### config.mk
export PLATFORM = sky130hd
export DESIGN_NAME = servo_angle_ramp_pwm_flat
export DESIGN_NICKNAME = d
export VERILOG_FILES = /design/src/rtl/sarp_pkg.sv /design/src/rtl/sarp_if.sv /design/src/rtl/sarp_div.sv /design/src/rtl/sarp_ctrl.sv /design/src/rtl/sarp_dp.sv /design/src/rtl/servo_angle_ramp_pwm.sv /design/src/flat_wrapper.sv
export VERILOG_INCLUDE_DIRS = /design/src /design/src/rtl
export SDC_FILE = /design/constraint.sdc
export NUM_CORES = 1
export LEC_CHECK = 0
export BUFFER_PORTS_ARGS = -buffer_cell sky130_fd_sc_hd__buf_2
export CAP_MARGIN = 30
export CORE_MARGIN = 1.5
export CORE_UTILIZATION = 45
export DETAILED_ROUTE_END_ITERATION = 8
export PLACE_DENSITY_LB_ADDON = 0.12
export SYNTH_ARGS = -nofsm -noshare
export SYNTH_HDL_FRONTEND = slang
export SYNTH_HIERARCHICAL = 1
export SYNTH_SLANG_ARGS = --single-unit
### constraint.sdc
create_clock -name i_clk -period 36.5 [get_ports i_clk]
set_clock_uncertainty 0.15 [all_clocks]
set_input_delay 10.95 -clock i_clk [delete_from_list [all_inputs] [get_ports i_clk]]
set_output_delay 10.95 -clock i_clk [all_outputs]
set_load 0.1 [all_outputs]
### src/rtl/servo_angle_ramp_pwm_macros.svh
// assertion macros shared by the servo angle ramp rtl
`ifndef SERVO_ANGLE_RAMP_PWM_MACROS_SVH
`define SERVO_ANGLE_RAMP_PWM_MACROS_SVH

// same-cycle implication, held off while in reset
`define SARP_ASSERT_IMP(lbl, clk, rst_n, ante, cons, msg) \
    lbl: assert property (@(posedge clk) disable iff (!rst_n) (ante) |-> (cons)) \
        else $error(msg);

// next-cycle implication, held off while in reset
`define SARP_ASSERT_NXT(lbl, clk, rst_n, ante, cons, msg) \
    lbl: assert property (@(posedge clk) disable iff (!rst_n) (ante) |=> (cons)) \
        else $error(msg);

`endif

### src/rtl/sarp_pkg.sv
// shared types, constants and control structs for the servo angle ramp block
package sarp_pkg;

    localparam int NUM_SERVOS_DEF = 3;
    localparam int NUM_CAL_REGS   = 3;

    localparam int CMD_W   = 2;
    localparam int CH_W    = 2;
    localparam int ANG_W   = 11;
    localparam int SPEED_W = 10;
    localparam int DELAY_W = 16;
    localparam int PULSE_W = 14;
    localparam int CAL_W   = 50;
    localparam int IDX_W   = 2;

    // divider sizing: product of angle offset and pulse span, divided by angle span
    localparam int DVD_W = 25;
    localparam int DVS_W = 11;
    localparam int CNT_W = 5;

    localparam logic [CMD_W-1:0] CMD_SET  = 2'd0;
    localparam logic [CMD_W-1:0] CMD_RAMP = 2'd1;
    localparam logic [CMD_W-1:0] CMD_TICK = 2'd2;

    typedef logic signed [ANG_W-1:0] t_angle;
    typedef logic [CAL_W-1:0]        t_cal;

    typedef struct packed {
        logic capture;
        logic cancel;
        logic set_emit;
        logic ramp_div;
        logic ramp_setup;
        logic hold_dec;
        logic tick_emit;
        logic map_mul;
        logic map_div;
        logic out_load;
    } t_cmd;

    typedef struct packed {
        logic [CMD_W-1:0] command;
        logic             ch_ok;
        logic             ramp_active;
        logic             hold_zero;
        logic             hold_one;
        logic             ramp_none;
        logic             steps_zero;
        logic             div_done;
        logic             out_free;
    } t_stat;

    function automatic t_angle cal_min(input t_cal c);
        return t_angle'(c[10:0]);
    endfunction

    function automatic t_angle cal_max(input t_cal c);
        return t_angle'(c[21:11]);
    endfunction

    function automatic logic [PULSE_W-1:0] cal_plo(input t_cal c);
        return c[35:22];
    endfunction

    function automatic logic [PULSE_W-1:0] cal_phi(input t_cal c);
        return c[49:36];
    endfunction

endpackage

### src/rtl/sarp_if.sv
// handshake channel interfaces: command word in, result word out, calibration writes
interface sarp_in_if import sarp_pkg::*; ();
    logic                 valid;
    logic                 ready;
    logic [CMD_W-1:0]     command;
    logic [CH_W-1:0]      channel;
    t_angle               goal_angle;
    t_angle               start_angle;
    logic [SPEED_W-1:0]   step_speed;
    logic [DELAY_W-1:0]   step_delay;

    modport source(output valid, command, channel, goal_angle, start_angle,
                   step_speed, step_delay, input ready);
    modport sink(input valid, command, channel, goal_angle, start_angle,
                 step_speed, step_delay, output ready);
endinterface

interface sarp_out_if import sarp_pkg::*; ();
    logic                 valid;
    logic                 ready;
    logic [CH_W-1:0]      out_channel;
    t_angle               out_angle;
    logic [PULSE_W-1:0]   pulse_width;
    logic                 last_step;

    modport source(output valid, out_channel, out_angle, pulse_width, last_step,
                   input ready);
    modport sink(input valid, out_channel, out_angle, pulse_width, last_step,
                 output ready);
endinterface

interface sarp_cfg_if import sarp_pkg::*; ();
    logic                 valid;
    logic                 ready;
    logic [IDX_W-1:0]     index;
    t_cal                 data;

    modport source(output valid, index, data, input ready);
    modport sink(input valid, index, data, output ready);
endinterface

### src/rtl/sarp_div.sv
// restoring divider, one quotient bit per cycle, variable bit count
module sarp_div import sarp_pkg::*; (
    input  logic             i_clk,
    input  logic             i_rst_n,
    input  logic             i_start,
    input  logic [DVD_W-1:0] i_dividend,
    input  logic [DVS_W-1:0] i_divisor,
    input  logic [CNT_W-1:0] i_nbits,
    output logic             o_done,
    output logic [DVD_W-1:0] o_quotient,
    output logic [DVS_W-1:0] o_remainder
);

    logic             r_busy;
    logic             r_done;
    logic [CNT_W-1:0] r_cnt;
    logic [DVD_W-1:0] r_dvd;
    logic [DVS_W-1:0] r_rem;
    logic [DVS_W-1:0] r_dvs;

    logic [DVS_W:0]   w_trial;
    logic             w_fits;
    logic [DVS_W:0]   w_diff;

    assign w_trial = {r_rem, r_dvd[DVD_W-1]};
    assign w_fits  = (w_trial >= {1'b0, r_dvs});
    assign w_diff  = w_trial - {1'b0, r_dvs};

    always_ff @(posedge i_clk) begin
        if (!i_rst_n) begin
            r_busy <= 1'b0;
            r_done <= 1'b0;
            r_cnt  <= '0;
        end else if (i_start) begin
            r_busy <= 1'b1;
            r_done <= 1'b0;
            r_cnt  <= i_nbits;
        end else begin
            r_done <= r_busy && (r_cnt == CNT_W'(1));
            if (r_busy) begin
                r_cnt <= r_cnt - CNT_W'(1);
                if (r_cnt == CNT_W'(1)) begin
                    r_busy <= 1'b0;
                end
            end
        end
    end

    // left-aligned dividend: quotient bits shift in from the bottom
    always_ff @(posedge i_clk) begin
        if (i_start) begin
            r_dvd <= i_dividend;
            r_rem <= '0;
            r_dvs <= i_divisor;
        end else if (r_busy) begin
            r_dvd <= {r_dvd[DVD_W-2:0], w_fits};
            r_rem <= w_fits ? w_diff[DVS_W-1:0] : w_trial[DVS_W-1:0];
        end
    end

    assign o_done      = r_done;
    assign o_quotient  = r_dvd;
    assign o_remainder = r_rem;

endmodule

### src/rtl/sarp_ctrl.sv
// sequencing state machine for set, ramp and tick commands
`include "servo_angle_ramp_pwm_macros.svh"

module sarp_ctrl import sarp_pkg::*; (
    input  logic  i_clk,
    input  logic  i_rst_n,
    input  logic  i_in_valid,
    output logic  o_in_ready,
    input  t_stat i_stat,
    output t_cmd  o_cmd
);

    typedef enum logic [7:0] {
        S_IDLE   = 8'b0000_0001,
        S_DECODE = 8'b0000_0010,
        S_RWAIT  = 8'b0000_0100,
        S_RSETUP = 8'b0000_1000,
        S_MUL    = 8'b0001_0000,
        S_MDIV   = 8'b0010_0000,
        S_MWAIT  = 8'b0100_0000,
        S_DONE   = 8'b1000_0000
    } t_state;

    t_state r_state;
    t_state n_state;

    always_ff @(posedge i_clk) begin
        if (!i_rst_n) begin
            r_state <= S_IDLE;
        end else begin
            r_state <= n_state;
        end
    end

    always_comb begin
        n_state = r_state;
        o_cmd   = '0;
        unique case (r_state)
            S_IDLE: begin
                if (i_in_valid) begin
                    o_cmd.capture = 1'b1;
                    n_state       = S_DECODE;
                end
            end
            S_DECODE: begin
                n_state = S_IDLE;
                unique case (i_stat.command)
                    CMD_SET: begin
                        if (i_stat.ch_ok) begin
                            o_cmd.cancel   = 1'b1;
                            o_cmd.set_emit = 1'b1;
                            n_state        = S_MUL;
                        end
                    end
                    CMD_RAMP: begin
                        if (i_stat.ch_ok) begin
                            o_cmd.cancel = 1'b1;
                            if (!i_stat.ramp_none) begin
                                o_cmd.ramp_div = 1'b1;
                                n_state        = S_RWAIT;
                            end
                        end
                    end
                    CMD_TICK: begin
                        if (i_stat.ramp_active) begin
                            // still holding the current step
                            if (!i_stat.hold_zero && !i_stat.hold_one) begin
                                o_cmd.hold_dec = 1'b1;
                            end else begin
                                o_cmd.tick_emit = 1'b1;
                                n_state         = S_MUL;
                            end
                        end
                    end
                    default: begin
                        n_state = S_IDLE;
                    end
                endcase
            end
            S_RWAIT: begin
                if (i_stat.div_done) begin
                    n_state = S_RSETUP;
                end
            end
            S_RSETUP: begin
                o_cmd.ramp_setup = 1'b1;
                n_state          = i_stat.steps_zero ? S_IDLE : S_MUL;
            end
            S_MUL: begin
                o_cmd.map_mul = 1'b1;
                n_state       = S_MDIV;
            end
            S_MDIV: begin
                o_cmd.map_div = 1'b1;
                n_state       = S_MWAIT;
            end
            S_MWAIT: begin
                if (i_stat.div_done) begin
                    n_state = S_DONE;
                end
            end
            S_DONE: begin
                if (i_stat.out_free) begin
                    o_cmd.out_load = 1'b1;
                    n_state        = S_IDLE;
                end
            end
            default: begin
                n_state = S_IDLE;
            end
        endcase
    end

    assign o_in_ready = (r_state == S_IDLE);

    `SARP_ASSERT_IMP(a_load_when_free, i_clk, i_rst_n, o_cmd.out_load, i_stat.out_free, "result word loaded over a pending one")
    `SARP_ASSERT_IMP(a_div_after_mul, i_clk, i_rst_n, o_cmd.map_div, $past(o_cmd.map_mul), "map division started without a product")
    `SARP_ASSERT_IMP(a_setup_after_div, i_clk, i_rst_n, o_cmd.ramp_setup, $past(i_stat.div_done), "ramp setup before step count ready")

endmodule

### src/rtl/sarp_dp.sv
// datapath: calibration registers, ramp state, clamp, linear map and result register
`include "servo_angle_ramp_pwm_macros.svh"

module sarp_dp import sarp_pkg::*; #(
    parameter int NUM_SERVOS = NUM_SERVOS_DEF
) (
    input  logic               i_clk,
    input  logic               i_rst_n,
    input  t_cmd               i_cmd,
    output t_stat              o_stat,
    input  logic [CMD_W-1:0]   i_command,
    input  logic [CH_W-1:0]    i_channel,
    input  t_angle             i_goal_angle,
    input  t_angle             i_start_angle,
    input  logic [SPEED_W-1:0] i_step_speed,
    input  logic [DELAY_W-1:0] i_step_delay,
    input  logic               i_cfg_valid,
    input  logic [IDX_W-1:0]   i_cfg_index,
    input  t_cal               i_cfg_data,
    output logic               o_out_valid,
    input  logic               i_out_ready,
    output logic [CH_W-1:0]    o_out_channel,
    output t_angle             o_out_angle,
    output logic [PULSE_W-1:0] o_pulse_width,
    output logic               o_last_step
);

    localparam int CAL_DEPTH = (NUM_SERVOS < NUM_CAL_REGS) ? NUM_SERVOS : NUM_CAL_REGS;
    localparam int CAL_IW    = (CAL_DEPTH > 1) ? $clog2(CAL_DEPTH) : 1;
    localparam int SA_W      = ANG_W + 1;

    // calibration registers
    t_cal r_cal [CAL_DEPTH];

    always_ff @(posedge i_clk) begin
        if (!i_rst_n) begin
            for (int k = 0; k < CAL_DEPTH; k++) begin
                r_cal[k] <= '0;
            end
        end else if (i_cfg_valid && (32'(i_cfg_index) < CAL_DEPTH)) begin
            r_cal[i_cfg_index[CAL_IW-1:0]] <= i_cfg_data;
        end
    end

    // captured command word
    logic [CMD_W-1:0]   r_cmd_code;
    logic [CH_W-1:0]    r_chan;
    t_angle             r_target;
    t_angle             r_start;
    logic [SPEED_W-1:0] r_speed;
    logic [DELAY_W-1:0] r_delay;

    // ramp state
    logic               r_ramp_active;
    logic [CH_W-1:0]    r_ramp_ch;
    logic signed [SA_W-1:0] r_next;
    logic signed [SA_W-1:0] r_sstep;
    logic [ANG_W-1:0]   r_steps_left;
    logic [DELAY_W-1:0] r_hold_reload;
    logic [DELAY_W-1:0] r_hold_count;

    // map pipeline
    logic signed [SA_W-1:0] r_ang;
    logic               r_last;
    t_angle             r_out_ang;
    logic [DVD_W-1:0]   r_prod;
    logic               r_neg;

    // result register
    logic               r_o_valid;
    logic [CH_W-1:0]    r_o_chan;
    t_angle             r_o_ang;
    logic [PULSE_W-1:0] r_o_pulse;
    logic               r_o_last;

    always_ff @(posedge i_clk) begin
        if (i_cmd.capture) begin
            r_cmd_code <= i_command;
            r_chan     <= (i_command == CMD_TICK) ? r_ramp_ch : i_channel;
            r_target   <= i_goal_angle;
            r_start    <= i_start_angle;
            r_speed    <= i_step_speed;
            r_delay    <= i_step_delay;
        end
    end

    // calibration of the addressed channel
    t_cal               w_cal;
    t_angle             w_lo;
    t_angle             w_hi;
    logic [PULSE_W-1:0] w_plo;
    logic [PULSE_W-1:0] w_phi;
    logic signed [SA_W-1:0] w_span;
    logic [DVS_W-1:0]   w_span_mag;
    logic               w_span_zero;

    assign w_cal       = (32'(r_chan) < CAL_DEPTH) ? r_cal[r_chan[CAL_IW-1:0]] : '0;
    assign w_lo        = cal_min(w_cal);
    assign w_hi        = cal_max(w_cal);
    assign w_plo       = cal_plo(w_cal);
    assign w_phi       = cal_phi(w_cal);
    assign w_span      = SA_W'(w_hi) - SA_W'(w_lo);
    assign w_span_mag  = w_span[SA_W-1] ? DVS_W'(-w_span) : w_span[DVS_W-1:0];
    assign w_span_zero = (w_lo == w_hi);

    // ramp distance
    logic signed [SA_W-1:0] w_diff;
    logic [SA_W-1:0]    w_ad_full;
    logic [ANG_W-1:0]   w_ad;

    assign w_diff    = SA_W'(r_target) - SA_W'(r_start);
    assign w_ad_full = w_diff[SA_W-1] ? SA_W'(-w_diff) : w_diff;
    assign w_ad      = w_ad_full[ANG_W-1:0];

    // divider
    logic               w_div_start;
    logic [DVD_W-1:0]   w_dividend;
    logic [DVS_W-1:0]   w_divisor;
    logic [CNT_W-1:0]   w_nbits;
    logic               w_div_done;
    logic [DVD_W-1:0]   w_quot;
    logic [DVS_W-1:0]   w_rem_full;

    assign w_div_start = i_cmd.ramp_div || i_cmd.map_div;
    // step count needs only the angle width of quotient bits
    assign w_dividend  = i_cmd.ramp_div ? {w_ad, {(DVD_W-ANG_W){1'b0}}} : r_prod;
    assign w_divisor   = i_cmd.ramp_div ? DVS_W'(r_speed) : w_span_mag;
    assign w_nbits     = i_cmd.ramp_div ? CNT_W'(ANG_W) : CNT_W'(DVD_W);

    sarp_div u_div (
        .i_clk       (i_clk),
        .i_rst_n     (i_rst_n),
        .i_start     (w_div_start),
        .i_dividend  (w_dividend),
        .i_divisor   (w_divisor),
        .i_nbits     (w_nbits),
        .o_done      (w_div_done),
        .o_quotient  (w_quot),
        .o_remainder (w_rem_full)
    );

    // ramp setup from step count and remainder
    logic [ANG_W-1:0]   w_steps;
    logic [SPEED_W-1:0] w_rem;
    logic [ANG_W-1:0]   w_adv;
    logic signed [SA_W-1:0] w_first;
    logic signed [SA_W-1:0] w_sstep;

    assign w_steps = w_quot[ANG_W-1:0];
    assign w_rem   = w_rem_full[SPEED_W-1:0];
    assign w_adv   = ANG_W'(r_speed) + ANG_W'(w_rem);
    assign w_first = w_diff[SA_W-1] ? (SA_W'(r_start) - SA_W'(w_adv))
                                    : (SA_W'(r_start) + SA_W'(w_adv));
    assign w_sstep = w_diff[SA_W-1] ? -SA_W'(r_speed) : SA_W'(r_speed);

    always_ff @(posedge i_clk) begin
        if (!i_rst_n) begin
            r_ramp_active <= 1'b0;
            r_ramp_ch     <= '0;
            r_next        <= '0;
            r_sstep       <= '0;
            r_steps_left  <= '0;
            r_hold_reload <= '0;
            r_hold_count  <= '0;
        end else if (i_cmd.cancel) begin
            r_ramp_active <= 1'b0;
        end else if (i_cmd.hold_dec) begin
            r_hold_count <= r_hold_count - DELAY_W'(1);
        end else if (i_cmd.tick_emit) begin
            r_steps_left <= r_steps_left - ANG_W'(1);
            if (r_steps_left == ANG_W'(1)) begin
                r_ramp_active <= 1'b0;
                r_hold_count  <= '0;
            end else begin
                r_next       <= r_next + r_sstep;
                r_hold_count <= r_hold_reload;
            end
        end else if (i_cmd.ramp_setup && (w_steps > ANG_W'(1))) begin
            r_ramp_active <= 1'b1;
            r_ramp_ch     <= r_chan;
            r_sstep       <= w_sstep;
            r_next        <= w_first + w_sstep;
            r_steps_left  <= w_steps - ANG_W'(1);
            r_hold_reload <= r_delay;
            r_hold_count  <= r_delay;
        end
    end

    // angle to map
    always_ff @(posedge i_clk) begin
        if (i_cmd.set_emit) begin
            r_ang  <= SA_W'(r_target);
            r_last <= 1'b1;
        end else if (i_cmd.tick_emit) begin
            r_ang  <= r_next;
            r_last <= (r_steps_left == ANG_W'(1));
        end else if (i_cmd.ramp_setup) begin
            r_ang  <= w_first;
            r_last <= (w_steps == ANG_W'(1));
        end
    end

    // clamp, then offset times pulse span
    logic signed [SA_W-1:0] w_a_hi;
    logic signed [SA_W-1:0] w_a_cl;
    logic signed [SA_W-1:0] w_off_full;
    logic [ANG_W-1:0]   w_off;
    logic signed [PULSE_W:0] w_pdiff;
    logic               w_pneg;
    logic [PULSE_W-1:0] w_pmag;

    assign w_a_hi     = (r_ang > SA_W'(w_hi)) ? SA_W'(w_hi) : r_ang;
    assign w_a_cl     = (w_a_hi < SA_W'(w_lo)) ? SA_W'(w_lo) : w_a_hi;
    assign w_off_full = w_a_cl - SA_W'(w_lo);
    assign w_off      = w_off_full[ANG_W-1:0];
    assign w_pdiff    = (PULSE_W+1)'(w_phi) - (PULSE_W+1)'(w_plo);
    assign w_pneg     = w_pdiff[PULSE_W];
    assign w_pmag     = w_pneg ? PULSE_W'(-w_pdiff) : w_pdiff[PULSE_W-1:0];

    always_ff @(posedge i_clk) begin
        if (i_cmd.map_mul) begin
            r_prod    <= DVD_W'(w_off) * DVD_W'(w_pmag);
            r_neg     <= w_pneg;
            r_out_ang <= w_a_cl[ANG_W-1:0];
        end
    end

    // truncating quotient, signed by the pulse span
    logic [PULSE_W-1:0] w_q;
    logic [PULSE_W:0]   w_psum;
    logic [PULSE_W-1:0] w_pulse;

    assign w_q     = w_quot[PULSE_W-1:0];
    assign w_psum  = (PULSE_W+1)'(w_plo) +
                     (r_neg ? -(PULSE_W+1)'(w_q) : (PULSE_W+1)'(w_q));
    assign w_pulse = w_span_zero ? w_plo : w_psum[PULSE_W-1:0];

    logic w_out_free;
    assign w_out_free = !r_o_valid || i_out_ready;

    always_ff @(posedge i_clk) begin
        if (!i_rst_n) begin
            r_o_valid <= 1'b0;
        end else if (i_cmd.out_load) begin
            r_o_valid <= 1'b1;
        end else if (i_out_ready) begin
            r_o_valid <= 1'b0;
        end
    end

    always_ff @(posedge i_clk) begin
        if (i_cmd.out_load) begin
            r_o_chan  <= r_chan;
            r_o_ang   <= r_out_ang;
            r_o_pulse <= w_pulse;
            r_o_last  <= r_last;
        end
    end

    assign o_out_valid   = r_o_valid;
    assign o_out_channel = r_o_chan;
    assign o_out_angle   = r_o_ang;
    assign o_pulse_width = r_o_pulse;
    assign o_last_step   = r_o_last;

    always_comb begin
        o_stat             = '0;
        o_stat.command     = r_cmd_code;
        o_stat.ch_ok       = (32'(r_chan) < NUM_SERVOS);
        o_stat.ramp_active = r_ramp_active;
        o_stat.hold_zero   = (r_hold_count == '0);
        o_stat.hold_one    = (r_hold_count == DELAY_W'(1));
        o_stat.ramp_none   = (r_speed == '0) || (w_diff == '0) || w_span_zero;
        o_stat.steps_zero  = (w_steps == '0);
        o_stat.div_done    = w_div_done;
        o_stat.out_free    = w_out_free;
    end

    `SARP_ASSERT_IMP(a_active_has_steps, i_clk, i_rst_n, r_ramp_active, r_steps_left != '0, "ramp running with no steps left")
    `SARP_ASSERT_IMP(a_hold_in_range, i_clk, i_rst_n, 1'b1, r_hold_count <= r_hold_reload, "hold count above its reload")
    `SARP_ASSERT_IMP(a_tick_needs_ramp, i_clk, i_rst_n, i_cmd.tick_emit, r_ramp_active, "step emitted with no ramp running")
    `SARP_ASSERT_NXT(a_last_ends_ramp, i_clk, i_rst_n, i_cmd.tick_emit && (r_steps_left == ANG_W'(1)), !r_ramp_active, "ramp kept running past its final step")

endmodule

### src/rtl/servo_angle_ramp_pwm.sv
// set or tick: the result is mapped by a multiply, then a full-width divider pass, before it is valid
// ramp start: a divider pass over the angle width for the step count comes first
// a tick that only counts down its hold gives no word
// one word in work at a time; the next is taken the cycle after the result is registered
// sync active-low reset clears calibration, ramp state, control and the result valid flag
module servo_angle_ramp_pwm import sarp_pkg::*; #(
    parameter int NUM_SERVOS = NUM_SERVOS_DEF
) (
    input  logic        i_clk,
    input  logic        i_rst_n,
    sarp_in_if.sink     i_in,
    sarp_out_if.source  o_out,
    sarp_cfg_if.sink    i_cfg
);

    t_cmd  w_cmd;
    t_stat w_stat;

    assign i_cfg.ready = 1'b1;

    sarp_ctrl u_ctrl (
        .i_clk      (i_clk),
        .i_rst_n    (i_rst_n),
        .i_in_valid (i_in.valid),
        .o_in_ready (i_in.ready),
        .i_stat     (w_stat),
        .o_cmd      (w_cmd)
    );

    sarp_dp #(
        .NUM_SERVOS (NUM_SERVOS)
    ) u_dp (
        .i_clk          (i_clk),
        .i_rst_n        (i_rst_n),
        .i_cmd          (w_cmd),
        .o_stat         (w_stat),
        .i_command      (i_in.command),
        .i_channel      (i_in.channel),
        .i_goal_angle   (i_in.goal_angle),
        .i_start_angle  (i_in.start_angle),
        .i_step_speed   (i_in.step_speed),
        .i_step_delay   (i_in.step_delay),
        .i_cfg_valid    (i_cfg.valid),
        .i_cfg_index    (i_cfg.index),
        .i_cfg_data     (i_cfg.data),
        .o_out_valid    (o_out.valid),
        .i_out_ready    (o_out.ready),
        .o_out_channel  (o_out.out_channel),
        .o_out_angle    (o_out.out_angle),
        .o_pulse_width  (o_out.pulse_width),
        .o_last_step    (o_out.last_step)
    );

endmodule
### src/flat_wrapper.sv
// flat-port wrapper written by rule: the top's interface ports become plain ports
module servo_angle_ramp_pwm_flat import sarp_pkg::*;
#(
    parameter int NUM_SERVOS = NUM_SERVOS_DEF
)
  (i_clk, i_rst_n, i_in_valid, i_in_command, i_in_channel, i_in_goal_angle, i_in_start_angle, i_in_step_speed, i_in_step_delay, i_in_ready, o_out_valid, o_out_out_channel, o_out_out_angle, o_out_pulse_width, o_out_last_step, o_out_ready, i_cfg_valid, i_cfg_index, i_cfg_data, i_cfg_ready);
  sarp_in_if i_in_i ();
  sarp_out_if o_out_i ();
  sarp_cfg_if i_cfg_i ();
  input  logic i_clk;
  input  logic i_rst_n;
  input wire logic [$bits(i_in_i.valid)-1:0] i_in_valid;
  input wire logic [$bits(i_in_i.command)-1:0] i_in_command;
  input wire logic [$bits(i_in_i.channel)-1:0] i_in_channel;
  input wire logic [$bits(i_in_i.goal_angle)-1:0] i_in_goal_angle;
  input wire logic [$bits(i_in_i.start_angle)-1:0] i_in_start_angle;
  input wire logic [$bits(i_in_i.step_speed)-1:0] i_in_step_speed;
  input wire logic [$bits(i_in_i.step_delay)-1:0] i_in_step_delay;
  output wire logic [$bits(i_in_i.ready)-1:0] i_in_ready;
  output wire logic [$bits(o_out_i.valid)-1:0] o_out_valid;
  output wire logic [$bits(o_out_i.out_channel)-1:0] o_out_out_channel;
  output wire logic [$bits(o_out_i.out_angle)-1:0] o_out_out_angle;
  output wire logic [$bits(o_out_i.pulse_width)-1:0] o_out_pulse_width;
  output wire logic [$bits(o_out_i.last_step)-1:0] o_out_last_step;
  input wire logic [$bits(o_out_i.ready)-1:0] o_out_ready;
  input wire logic [$bits(i_cfg_i.valid)-1:0] i_cfg_valid;
  input wire logic [$bits(i_cfg_i.index)-1:0] i_cfg_index;
  input wire logic [$bits(i_cfg_i.data)-1:0] i_cfg_data;
  output wire logic [$bits(i_cfg_i.ready)-1:0] i_cfg_ready;
  assign i_in_i.valid = i_in_valid;
  assign i_in_i.command = i_in_command;
  assign i_in_i.channel = i_in_channel;
  assign i_in_i.goal_angle = i_in_goal_angle;
  assign i_in_i.start_angle = i_in_start_angle;
  assign i_in_i.step_speed = i_in_step_speed;
  assign i_in_i.step_delay = i_in_step_delay;
  assign i_in_ready = i_in_i.ready;
  assign o_out_valid = o_out_i.valid;
  assign o_out_out_channel = o_out_i.out_channel;
  assign o_out_out_angle = o_out_i.out_angle;
  assign o_out_pulse_width = o_out_i.pulse_width;
  assign o_out_last_step = o_out_i.last_step;
  assign o_out_i.ready = o_out_ready;
  assign i_cfg_i.valid = i_cfg_valid;
  assign i_cfg_i.index = i_cfg_index;
  assign i_cfg_i.data = i_cfg_data;
  assign i_cfg_ready = i_cfg_i.ready;
  servo_angle_ramp_pwm #(.NUM_SERVOS(NUM_SERVOS)) u_core (.i_clk(i_clk), .i_rst_n(i_rst_n), .i_in(i_in_i), .o_out(o_out_i), .i_cfg(i_cfg_i));
endmodule
==> reports/qor.csv, run 1 <==
stage,metric,value,unit
worst_setup_path,cell with the largest stage delay on the worst path,or4_1,
synthesis,Synth Flop Type,edfxtp_1,
worst_setup_path,crit path DAT,13.97,ns
run_status,status,finished clean,
synthesis,Synth top area share,34.4,%
cts,CTS tree,yes,
die,initial cell density of the core,45.5,%
synthesis,Avg Inst Size Synth,10.3,µm²
synthesis,Syn Inst Count,3090,
worst_setup_path,WP buf/inv,7,
worst_hold_path,Worst Hold Class,register to register,
grt,global-route wire length before repair,136000,µm
detailed_routing,DRC,0,
timing,min Tclk post-route,13.76,ns
cts,worst skew pair latency,0.65,ns
grt,Tot GR Track Use,23.9,%
finish,final net count,3695,
worst_setup_path,CP Capture Type,register,
worst_setup_path,cell mode on critical path,a21oi_1,
worst_setup_path,CP max stage delay,0.80,ns
grt,largest net degree at the start of global routing,56,
cts,clock sink count,465,
detailed_routing,Initial DRT Pass Iterations,5,
grt,initial antenna violation count,3,
timing,Final Slew Violations,0,
worst_setup_path,CP Launch Type,register,
cts,cts repair resizes,0,
timing,Slew @ Worst Pin,1.04,ns
worst_hold_path,Hold Crit Start,u_core/u_dp/r_out_ang[7]$_DFFE_PP_,
die,Top Ports,140,
timing,worst hold slack,0.278,ns
timing,Final Hold Vio Count,0,
die,Die ar.,72500,µm²
grt,vias in the first global route,23671,
timing,RSZ-0062 raised after global routing,no,
synthesis,Synth Register Bits,465,
grt,total gr overflow,0,
die,Horiz. Die Dim,269,µm
die,core box area,70000,µm²
detailed_routing,DR vias,23331,
placed_design,DP Wirelength,65000,µm
worst_setup_path,CP Class,register to register,
finish,layout cells sized above 1,13.1,%
timing,fmax,72.7,MHz
detailed_routing,final WL,87400,µm
worst_setup_path,CP max FO,53,
placed_design,Buffers on Ports,138,
finish,most frequent cells in the layout,"edfxtp_1, inv_1, nand2_1",
detailed_routing,wire per inst,20.6,µm
die,Placement Rows,97,
synthesis,"Seq/Total Area, Yosys",40.6,%
timing,final total negative setup slack,0,ns
finish,fillcell total,6353,
placed_design,Final GP Congestion,0.904,
cts,CTS H-tree depth,2,
timing,# setup viols final,0,
synthesis,mapped cell area,31900,µm²
die,Die Height,269,µm
cts,CTS Buf Count,53,
cts,CTS Hold Buffers Added,0,
synthesis,Area contributors post-synth,"edfxtp_1, ha_1, fa_1",
finish,"most common cell after layout, fill and taps aside",edfxtp_1,
synthesis,Synth cell types,102,
detailed_routing,post-route ant nets,0,
cts,clock root cell,clkbuf_16,
timing,Rel. slew slack,30.4,%
worst_setup_path,"delay-heaviest family, CP",compound AO/OA/AOI/OAI gates,
timing,fin crit share,37.7,%
detailed_routing,Via density,5.50,
cts,Clock Path Buffers,3,
run,max-cap viol count,0,
worst_setup_path,critical path required time,36.71,ns
cts,clock slew at reported path FFs,0.06,ns
finish,"Area growth, synth to finish",12.1,%
cts,Post-CTS Setup Repair Bufs,0,
synthesis,Yosys warnings,6,
synthesis,Post-synth ARST share,0,%
synthesis,Post-synth EDFFs,365,
detailed_routing,1st-iter DRT viols,1589,
synthesis,leading area contributor after synthesis,edfxtp_1,
## metal layers
layer / up-vias / global-route usage (%) / wire length (µm)
met1: 11372 / 31.7 / 38400
met2: 585 / 39.6 / 41700
met3: 153 / 2.89 / 3600
met4: 0 / 10.1 / 3660
li1: 11221 / - / -
met5: - / 0 / 0
## sequential cells by signal, summed over array words and instances (netlist names), 12 cells and up, named ones only
name	count
u_core/u_dp/r_hold_reload	16
u_core/u_dp/r_ang	12
u_core/u_dp/r_sstep	12
u_core/u_dp/r_prod	25
u_core/u_dp/r_delay	16
u_core/u_dp/r_next	12
u_core/u_dp/r_hold_count	16
u_core/u_dp/o_pulse_width	14
u_core/u_dp/r_cal	200
u_core/u_dp/u_div/o_quotient	25
## synthesized netlist by cell type, types with 18 or more instances
library cell / n
a211oi_1: 33
a21o_1: 36
a21oi_1: 180
and2_1: 187
and3_1: 18
clkbuf_1: 101
dfxtp_1: 100
edfxtp_1: 365
fa_1: 117
ha_1: 212
inv_1: 262
mux2_2: 45
mux2i_1: 23
mux4_2: 47
nand2_1: 230
nand2b_1: 71
nand3_1: 58
nor2_1: 214
nor2b_1: 43
nor3_1: 75
o21a_1: 19
o21ai_0: 133
o31ai_1: 18
or3_1: 37
xnor2_1: 111
xor2_1: 57
## area by class of cell
class                           count  area, µm²  area share [%]
Clock buffer                       63       1370            3.84
Inverter                          265        995            2.78
Tap cell                          940       1180            3.29
Sequential cell                   465      13000            36.3
Antenna cell                        2       5.00          0.0140
Multi-Input combinational cell   2287      17700            49.5
Timing Repair Buffer              185       1060            2.97
Clock inverter                     35        487            1.36
## path summary, 6_finish.rpt
path / to / cells after the start / slack, ns
worst max-delay path: u_core/u_dp/r_prod[23]$_DFFE_PP_ / 50 / 22.74
worst min-delay path: u_core/u_dp/o_out_angle[7]$_DFFE_PP_ / 0 / 0.28
worst max register to register: u_core/u_dp/r_prod[23]$_DFFE_PP_ / 50 / 22.74
worst min register to register: u_core/u_dp/o_out_angle[7]$_DFFE_PP_ / 0 / 0.28
## stage by stage
stage	instance area (µm²)	instances	setup slack, ns	utilization [%]
2_1_floorplan	32100	3141	21.88	-
3_3_place_gp	33800	4137	22.76	48.3
3_5_place_dp	33900	4142	22.72	48.4
4_1_cts	35700	4240	22.73	51.0
5_1_grt	35800	4242	21.78	51.1
6_report	35800	4242	22.74	51.1
## cells by family (layout without fill, tap and decap cells)
logic type      count (synthesis)  in the layout  synth area share (%)
compound gates                583            583                  11.8
xor+xnor                      168            168                  4.61
fa+ha+maj                     329            329                  15.7
buf+inv                       389            548                  4.70
flops                         465            465                  40.6
mux                           116            116                  5.68
other cells                     3             56                0.0353
simple gates                 1037           1037                  16.8
Power of run 1 is left out: the tool's default activity adds up to more than one toggle a clock period on the data nets, which glitch-free logic cannot reach.
==> inputs of run 2 (changes only) <==
- clock period: 36.5 -> 14 ns (I/O delays scaled with it)
==> run 2 against run 1 <==
  * Global-route usage up 0.51 points
  * Via count up 1.1%
  * Sequential share of layout area up 0.067 points
  * Fmax increased by 7.5%
  * Sequential cell count unchanged
  * Utilization down 0.095 points
  * Worst hold slack got worse by 0.0080 ns
  * Setup slack lost 22 ns
==> reports/qor.csv, run 2 (synthesized netlist as in run 1, its figures left out) <==
stage,metric,value,unit,change
die,Die Height,269,µm,unchanged
cts,clock slew at reported path FFs,0.06,ns,about the same
die,initial cell density of the core,45.5,%,unchanged
worst_setup_path,crit path DAT,13.03,ns,-0.94 ns
finish,Final Cell Area,35700,µm²,-0.19%
detailed_routing,post-route ant nets,0,,unchanged
cts,CTS H-tree depth,2,,unchanged
grt,largest net degree at the start of global routing,71,,+27%
placed_design,DP Wirelength,65500,µm,+0.85%
finish,"most common cell after layout, fill and taps aside",edfxtp_1,,
worst_setup_path,R2R setup slack,1.20,ns,-21.54 ns
die,core box area,70000,µm²,unchanged
grt,vias in the first global route,23653,,-0.076%
finish,Storage cell area,13000,µm²,unchanged
worst_setup_path,cell mode on critical path,a21oi_1,,
detailed_routing,1st-iter DRT viols,1584,,-0.31%
finish,area of the multi-input gates,17700,µm²,about the same
finish,most frequent cells in the layout,"edfxtp_1, inv_1, nand2_1",,
die,Die ar.,72500,µm²,unchanged
timing,min Tclk post-route,12.80,ns,-0.962 ns
timing,# setup viols final,0,,unchanged
worst_setup_path,critical path capture point,u_core/u_dp/r_prod[23]$_DFFE_PP_,,
worst_setup_path,cell with the largest stage delay on the worst path,dfxtp_2,,
finish,fillcell total,6407,,+0.85%
timing,final total negative setup slack,0,ns,unchanged
worst_hold_path,Worst Hold Class,register to register,,
timing,RSZ-0062 raised after global routing,no,,
cts,CTS tree,yes,,
finish,"Core Util, Final",51.0,%,-0.095 points
worst_setup_path,critical path required time,14.23,ns,-22.48 ns
worst_setup_path,CP max stage delay,0.64,ns,-0.16 ns
finish,Largest register FFs,200,,unchanged
placed_design,area post-placement,33900,µm²,about the same
placed_design,Final GP Congestion,0.951,,+5.2%
timing,fin crit share,91.4,%,+54 points
cts,CTS Buf Count,53,,unchanged
detailed_routing,final WL,89300,µm,+2.2%
worst_setup_path,Stages on worst setup path,50,,unchanged
timing,Rel. slew slack,31.0,%,+0.61 points
detailed_routing,Via density,5.56,,+1.1%
placed_design,Buffers on Ports,138,,unchanged
worst_setup_path,CP Capture Type,register,,
grt,Tot GR Track Use,24.4,%,+0.51 points
worst_setup_path,CP Class,register to register,,
finish,layout cells sized above 1,13.3,%,+0.21 points
die,Top Ports,140,,unchanged
cts,worst skew pair latency,0.65,ns,about the same
worst_setup_path,FF-to-FF End,u_core/u_dp/r_prod[23]$_DFFE_PP_,,
worst_setup_path,cell count of the worst reg-to-reg path,50,,unchanged
timing,fmax,78.1,MHz,+7.5%
cts,clock root cell,clkbuf_16,,
cts,CTS Hold Buffers Added,0,,unchanged
run_status,status,finished clean,,
worst_setup_path,WP buf/inv,7,,unchanged
die,Placement Rows,97,,unchanged
worst_setup_path,"delay-heaviest family, CP",compound AO/OA/AOI/OAI gates,,
timing,Final Hold Vio Count,0,,unchanged
timing,Final Slew Violations,0,,unchanged
detailed_routing,Initial DRT Pass Iterations,5,,unchanged
cts,clock sink count,465,,unchanged
finish,largest register by flop count,u_core/u_dp/r_cal,,
grt,global-route wire length before repair,138000,µm,+1.7%
detailed_routing,DRC,0,,unchanged
worst_setup_path,CP Launch Type,register,,
detailed_routing,wire per inst,21.0,µm,+2.2%
grt,initial antenna violation count,6,,+3
cts,Clock Path Buffers,3,,unchanged
finish,"Area growth, synth to finish",11.9,%,
worst_setup_path,CP max FO,21,,-60%
run,max-cap viol count,0,,unchanged
detailed_routing,DR vias,23585,,+1.1%
grt,total gr overflow,0,,unchanged
die,Horiz. Die Dim,269,µm,unchanged
finish,final net count,3694,,-0.027%
timing,Slew @ Worst Pin,1.03,ns,-0.00724 ns
## run 2: cell types whose count changed in the layout (fill, tap and decap cells not counted), sizes merged
cell      before  now
clkinv        23   17
bufinv         9    2
inv          266  269
clkbuf        63   75
buf          185  184
clkinvlp       2    1
## run 2: cell type report
class / count / share of cell area (%)
repair buffers: 184 / 2.91
multi-input cells: 2287 / 49.6
clock inverters: 24 / 0.726
inverters: 265 / 2.79
well taps: 940 / 3.30
clock buffers: 75 / 4.32
flip-flops and latches: 465 / 36.3
diodes: 2 / 0.0140
## run 2: worst reg2reg max path, delay by kind of cell (launching register included)
family / cells / cell delay [ns]
AO/OA/AOI/OAI: 22 / 4.38
adder cells (fa/ha/maj): 10 / 4.34
AND/OR/NAND/NOR: 9 / 2.02
buffers and inverters: 7 / 0.66
flip-flops: 1 / 0.64
multiplexers: 1 / 0.25
XOR/XNOR: 1 / 0.09
## run 2: per-stage QoR
stage | std cells | hold slack [ns] | worst slack, ns
after floorplan | 3141 | 0.250 | 1.63
after global placement | 4137 | 0.263 | 1.12
after detailed placement | 4141 | 0.258 | 0.777
after CTS | 4240 | 0.271 | 0.719
after global routing | 4240 | 0.291 | 0.164
final | 4242 | 0.270 | 1.20
## run 2: layer usage
layer | part of all wire, % | track usage, % | vias up
met4 | 3.1 | 7.78 | 8
met3 | 4.4 | 3.13 | 152
li1 | - | - | 11216
met5 | 0.055 | 0 | -
met2 | 49 | 41.7 | 556
met1 | 44 | 32.2 | 11653
## run 2: how the worst min path moves through the flow
| stage | startpoint | to | slack, ns | cells past startpoint |
|---|---|---|---|---|
| 2_1_floorplan | u_core/u_dp/r_out_ang[0]$_DFFE_PP_ | u_core/u_dp/o_out_angle[0]$_DFFE_PP_ | 0.25 | 0 |
| 3_3_place_gp | u_core/u_dp/r_out_ang[8]$_DFFE_PP_ | u_core/u_dp/o_out_angle[8]$_DFFE_PP_ | 0.26 | 0 |
| 3_5_place_dp | u_core/u_dp/r_out_ang[9]$_DFFE_PP_ | u_core/u_dp/o_out_angle[9]$_DFFE_PP_ | 0.26 | 0 |
| 4_1_cts | u_core/u_dp/r_out_ang[9]$_DFFE_PP_ | u_core/u_dp/o_out_angle[9]$_DFFE_PP_ | 0.27 | 0 |
| 5_1_grt | u_core/u_dp/r_out_ang[9]$_DFFE_PP_ | u_core/u_dp/o_out_angle[9]$_DFFE_PP_ | 0.29 | 0 |
| 6_report | u_core/u_dp/r_out_ang[9]$_DFFE_PP_ | u_core/u_dp/o_out_angle[9]$_DFFE_PP_ | 0.27 | 0 |
## run 2: repair_timing
| item | CTS | global route |
|---|---|---|
| setup endpoints to repair | 0 | 4 |
| buffers inserted | 0 | 0 |
| resized for setup | 0 | 3 |
Power of run 2 is left out for the same reason.
==> inputs of run 3 (changes only) <==
- CELL_PAD_IN_SITES_DETAIL_PLACEMENT: unset -> 1
- CELL_PAD_IN_SITES_GLOBAL_PLACEMENT: unset -> 2
- CORE_UTILIZATION: 45 -> 42
- SYNTH_HIERARCHICAL: 1 -> unset
==> run 3 against run 2 <==
  * The flow now finishes with violations (design-rule violations)
  * Critical path depth down 3
  * Non-clock buffer count down 1
  * Sequential share of layout area up 0.67 points
  * Setup slack worse by 0.14 ns
  * Cell count down 0.75%
  * Worst hold slack better by 0.0033 ns
  * Sequential cell count unchanged
  * Routed wire length up 6.0%
  * First-iteration DRC count down 28%
==> reports/qor.csv, run 3 <==
stage,metric,value,unit,change
run_status,status,finished with violations,,
run_status,failing checks,design-rule violations,,
cts,clock slew at reported path FFs,0.06,ns,about the same
placed_design,Final GP Congestion,0.892,,-6.2%
die,Horiz. Die Dim,275,µm,+2.2%
detailed_routing,DR vias,22988,,-2.5%
cts,CTS Buf Count,54,,+1.9%
synthesis,Synth cell types,81,,-21%
timing,Final Slew Violations,0,,unchanged
timing,Final Hold Vio Count,0,,unchanged
grt,global-route wire length before repair,146000,µm,+5.9%
timing,Rel. slew slack,34.0,%,+3.0 points
grt,largest net degree at the start of global routing,56,,-21%
cts,clock root cell,clkbuf_16,,
worst_setup_path,CP Class,register to register,,
cts,CTS Hold Buffers Added,0,,unchanged
synthesis,Avg Inst Size Synth,10.3,µm²,-0.46%
finish,final net count,3642,,-1.4%
placed_design,Buffers on Ports,138,,unchanged
cts,Clock Path Buffers,3,,unchanged
finish,most frequent cells in the layout,"edfxtp_1, nand2_1, inv_1",,
cts,CTS tree,yes,,
synthesis,Synth Register Bits,465,,unchanged
synthesis,Synth Flop Type,edfxtp_1,,
worst_setup_path,CP max stage delay,0.71,ns,+0.07 ns
die,initial cell density of the core,42.6,%,-3.0 points
synthesis,leading area contributor after synthesis,edfxtp_1,,
timing,fmax,77.3,MHz,-1.1%
finish,"Core Util, Final",48.0,%,-3.0 points
timing,worst hold slack,0.274,ns,+0.00330 ns
synthesis,mapped cell area,31100,µm²,-2.4%
detailed_routing,final WL,94600,µm,+6.0%
detailed_routing,Initial DRT Pass Iterations,9,,+4
placed_design,area post-placement,33100,µm²,-2.2%
timing,final total negative setup slack,0,ns,unchanged
synthesis,Yosys warnings,0,,-6
worst_setup_path,cell count of the worst reg-to-reg path,47,,-6.0%
worst_setup_path,cell with the largest stage delay on the worst path,dfxtp_4,,
detailed_routing,wire per inst,22.5,µm,+6.8%
synthesis,"Seq/Total Area, Yosys",41.7,%,+1.0 points
die,Die ar.,75700,µm²,+4.5%
worst_setup_path,critical path required time,14.22,ns,about the same
finish,"most common cell after layout, fill and taps aside",edfxtp_1,,
timing,min Tclk post-route,12.94,ns,+0.143 ns
synthesis,Area contributors post-synth,"edfxtp_1, ha_1, fa_1",,
worst_hold_path,Worst Hold Class,register to register,,
grt,Tot GR Track Use,25.4,%,+0.97 points
finish,fillcell total,8062,,+26%
detailed_routing,post-route ant nets,0,,unchanged
timing,fin crit share,92.5,%,+1.0 points
synthesis,Post-synth EDFFs,365,,unchanged
timing,Slew @ Worst Pin,0.986,ns,-0.0423 ns
grt,vias in the first global route,24732,,+4.6%
finish,layout cells sized above 1,11.8,%,-1.5 points
synthesis,most frequent cells after synthesis,"edfxtp_1, nand2_1, inv_1",,
synthesis,most frequent cell after synthesis,edfxtp_1,,
cts,clock sink count,465,,unchanged
detailed_routing,1st-iter DRT viols,1139,,-28%
detailed_routing,Via density,5.46,,-1.8%
finish,largest register by flop count,u_core.u_dp.r_cal,,
cts,CTS H-tree depth,2,,unchanged
run,max-cap viol count,0,,unchanged
synthesis,Syn Inst Count,3029,,-2.0%
synthesis,Post-synth ARST share,0,%,unchanged
die,Top Ports,140,,unchanged
finish,Largest register FFs,200,,unchanged
detailed_routing,DRC,4,,+4
worst_setup_path,CP Launch Type,register,,
cts,worst skew pair latency,0.65,ns,about the same
synthesis,Synth top area share,35.2,%,+0.85 points
worst_setup_path,CP max FO,27,,+29%
timing,RSZ-0062 raised after global routing,no,,
die,core box area,73100,µm²,+4.4%
grt,initial antenna violation count,2,,-4
worst_setup_path,crit path DAT,13.16,ns,+0.13 ns
worst_hold_path,Min-Delay Path Depth,0,,unchanged
worst_setup_path,CP Capture Type,register,,
grt,total gr overflow,0,,unchanged
finish,Final Cell Area,35000,µm²,-1.8%
finish,"Area growth, synth to finish",12.6,%,
die,Die Height,275,µm,+2.2%
timing,# setup viols final,0,,unchanged
die,Placement Rows,99,,+2.1%
placed_design,DP Wirelength,71200,µm,+8.7%
==> run 3: changes by cell type after synthesis, moves of 15 or more <==
| cell | change |
|---|---|
| a211oi_1 | -15 |
| or3_1 | -20 |
| a21boi_0 | +17 |
| nand2b_1 | -29 |
| a21oi_1 | -45 |
| nor3_1 | -19 |
| xnor2_1 | +16 |
| mux2_2 | -28 |
| nand2_1 | +73 |
| nor2_1 | +27 |
==> run 3: kinds of logic (layout without fill, tap and decap cells) <==
| kind of cell | Yosys count | after routing | synth area share [%] |
|---|---|---|---|
| and+or+nand+nor | 1063 | 1063 | 17.0 |
| AOI/OAI and AO/OA | 511 | 511 | 10.3 |
| DFF | 465 | 465 | 41.7 |
| buffers and inverters | 378 | 550 | 4.63 |
| adders and majority gates | 329 | 329 | 16.1 |
| xor gates and xnor gates | 194 | 194 | 5.51 |
| muxes | 87 | 87 | 4.88 |
| other | 2 | 52 | 0.0241 |
==> run 3: final cells by class <==
type,instances,area [µm²],area share (%)
Clock buffer,68,1440,4.12
Sequential cell,465,13000,37.0
Antenna cell,1,2.50,0.00714
Inverter,265,995,2.84
Timing Repair Buffer,183,1090,3.10
Tap cell,959,1200,3.42
Multi-Input combinational cell,2235,17000,48.4
Clock inverter,34,388,1.11
==> run 3: what timing repair did <==
item,4_1_cts,5_1_grt
gates resized for setup,0,2
setup buffers,0,0
endpoints found under the setup margin,0,3
==> run 3: path summary, 6_finish.rpt <==
kind,startpoint,endpoint,slack [ns]
max,register,u_core.u_dp.r_prod[23]$_DFFE_PP_,1.06
min,u_core.u_dp.r_out_ang[10]$_DFFE_PP_,u_core.u_dp.o_out_angle[10]$_DFFE_PP_,0.27
max reg2reg,register,u_core.u_dp.r_prod[23]$_DFFE_PP_,1.06
min reg2reg,u_core.u_dp.r_out_ang[10]$_DFFE_PP_,u_core.u_dp.o_out_angle[10]$_DFFE_PP_,0.27
==> run 3: layer usage <==
layer / global-route usage [%] / share of wire (%) / vias to the layer above / wire [µm]
met3: 2.85 / 2.9 / 125 / 2710
li1: - / - / 10840 / -
met5: 0 / 0.014 / - / 13
met1: 31.8 / 43 / 11675 / 40700
met2: 46.3 / 52 / 346 / 48700
met4: 6.70 / 2.6 / 2 / 2420
==> run 3: critical path, delay by kind of cell (launching register included) <==
kind / cells / cell delay (ns)
XOR/XNOR: 2 / 0.60
adder cells (fa/ha/maj): 10 / 4.12
buffers and inverters: 6 / 0.48
flip-flops: 1 / 0.71
multiplexers: 2 / 0.89
AND/OR/NAND/NOR: 6 / 1.33
AO/OA/AOI/OAI: 21 / 4.38
==> run 3: per-stage QoR <==
stage               setup slack, ns  instances
floorplan                      1.82       3078
global placement               1.08       4097
detailed placement            0.787       4102
CTS                           0.730       4204
global route                 0.0645       4210
finish                         1.06       4210
Power of run 3 is left out for the same reason.
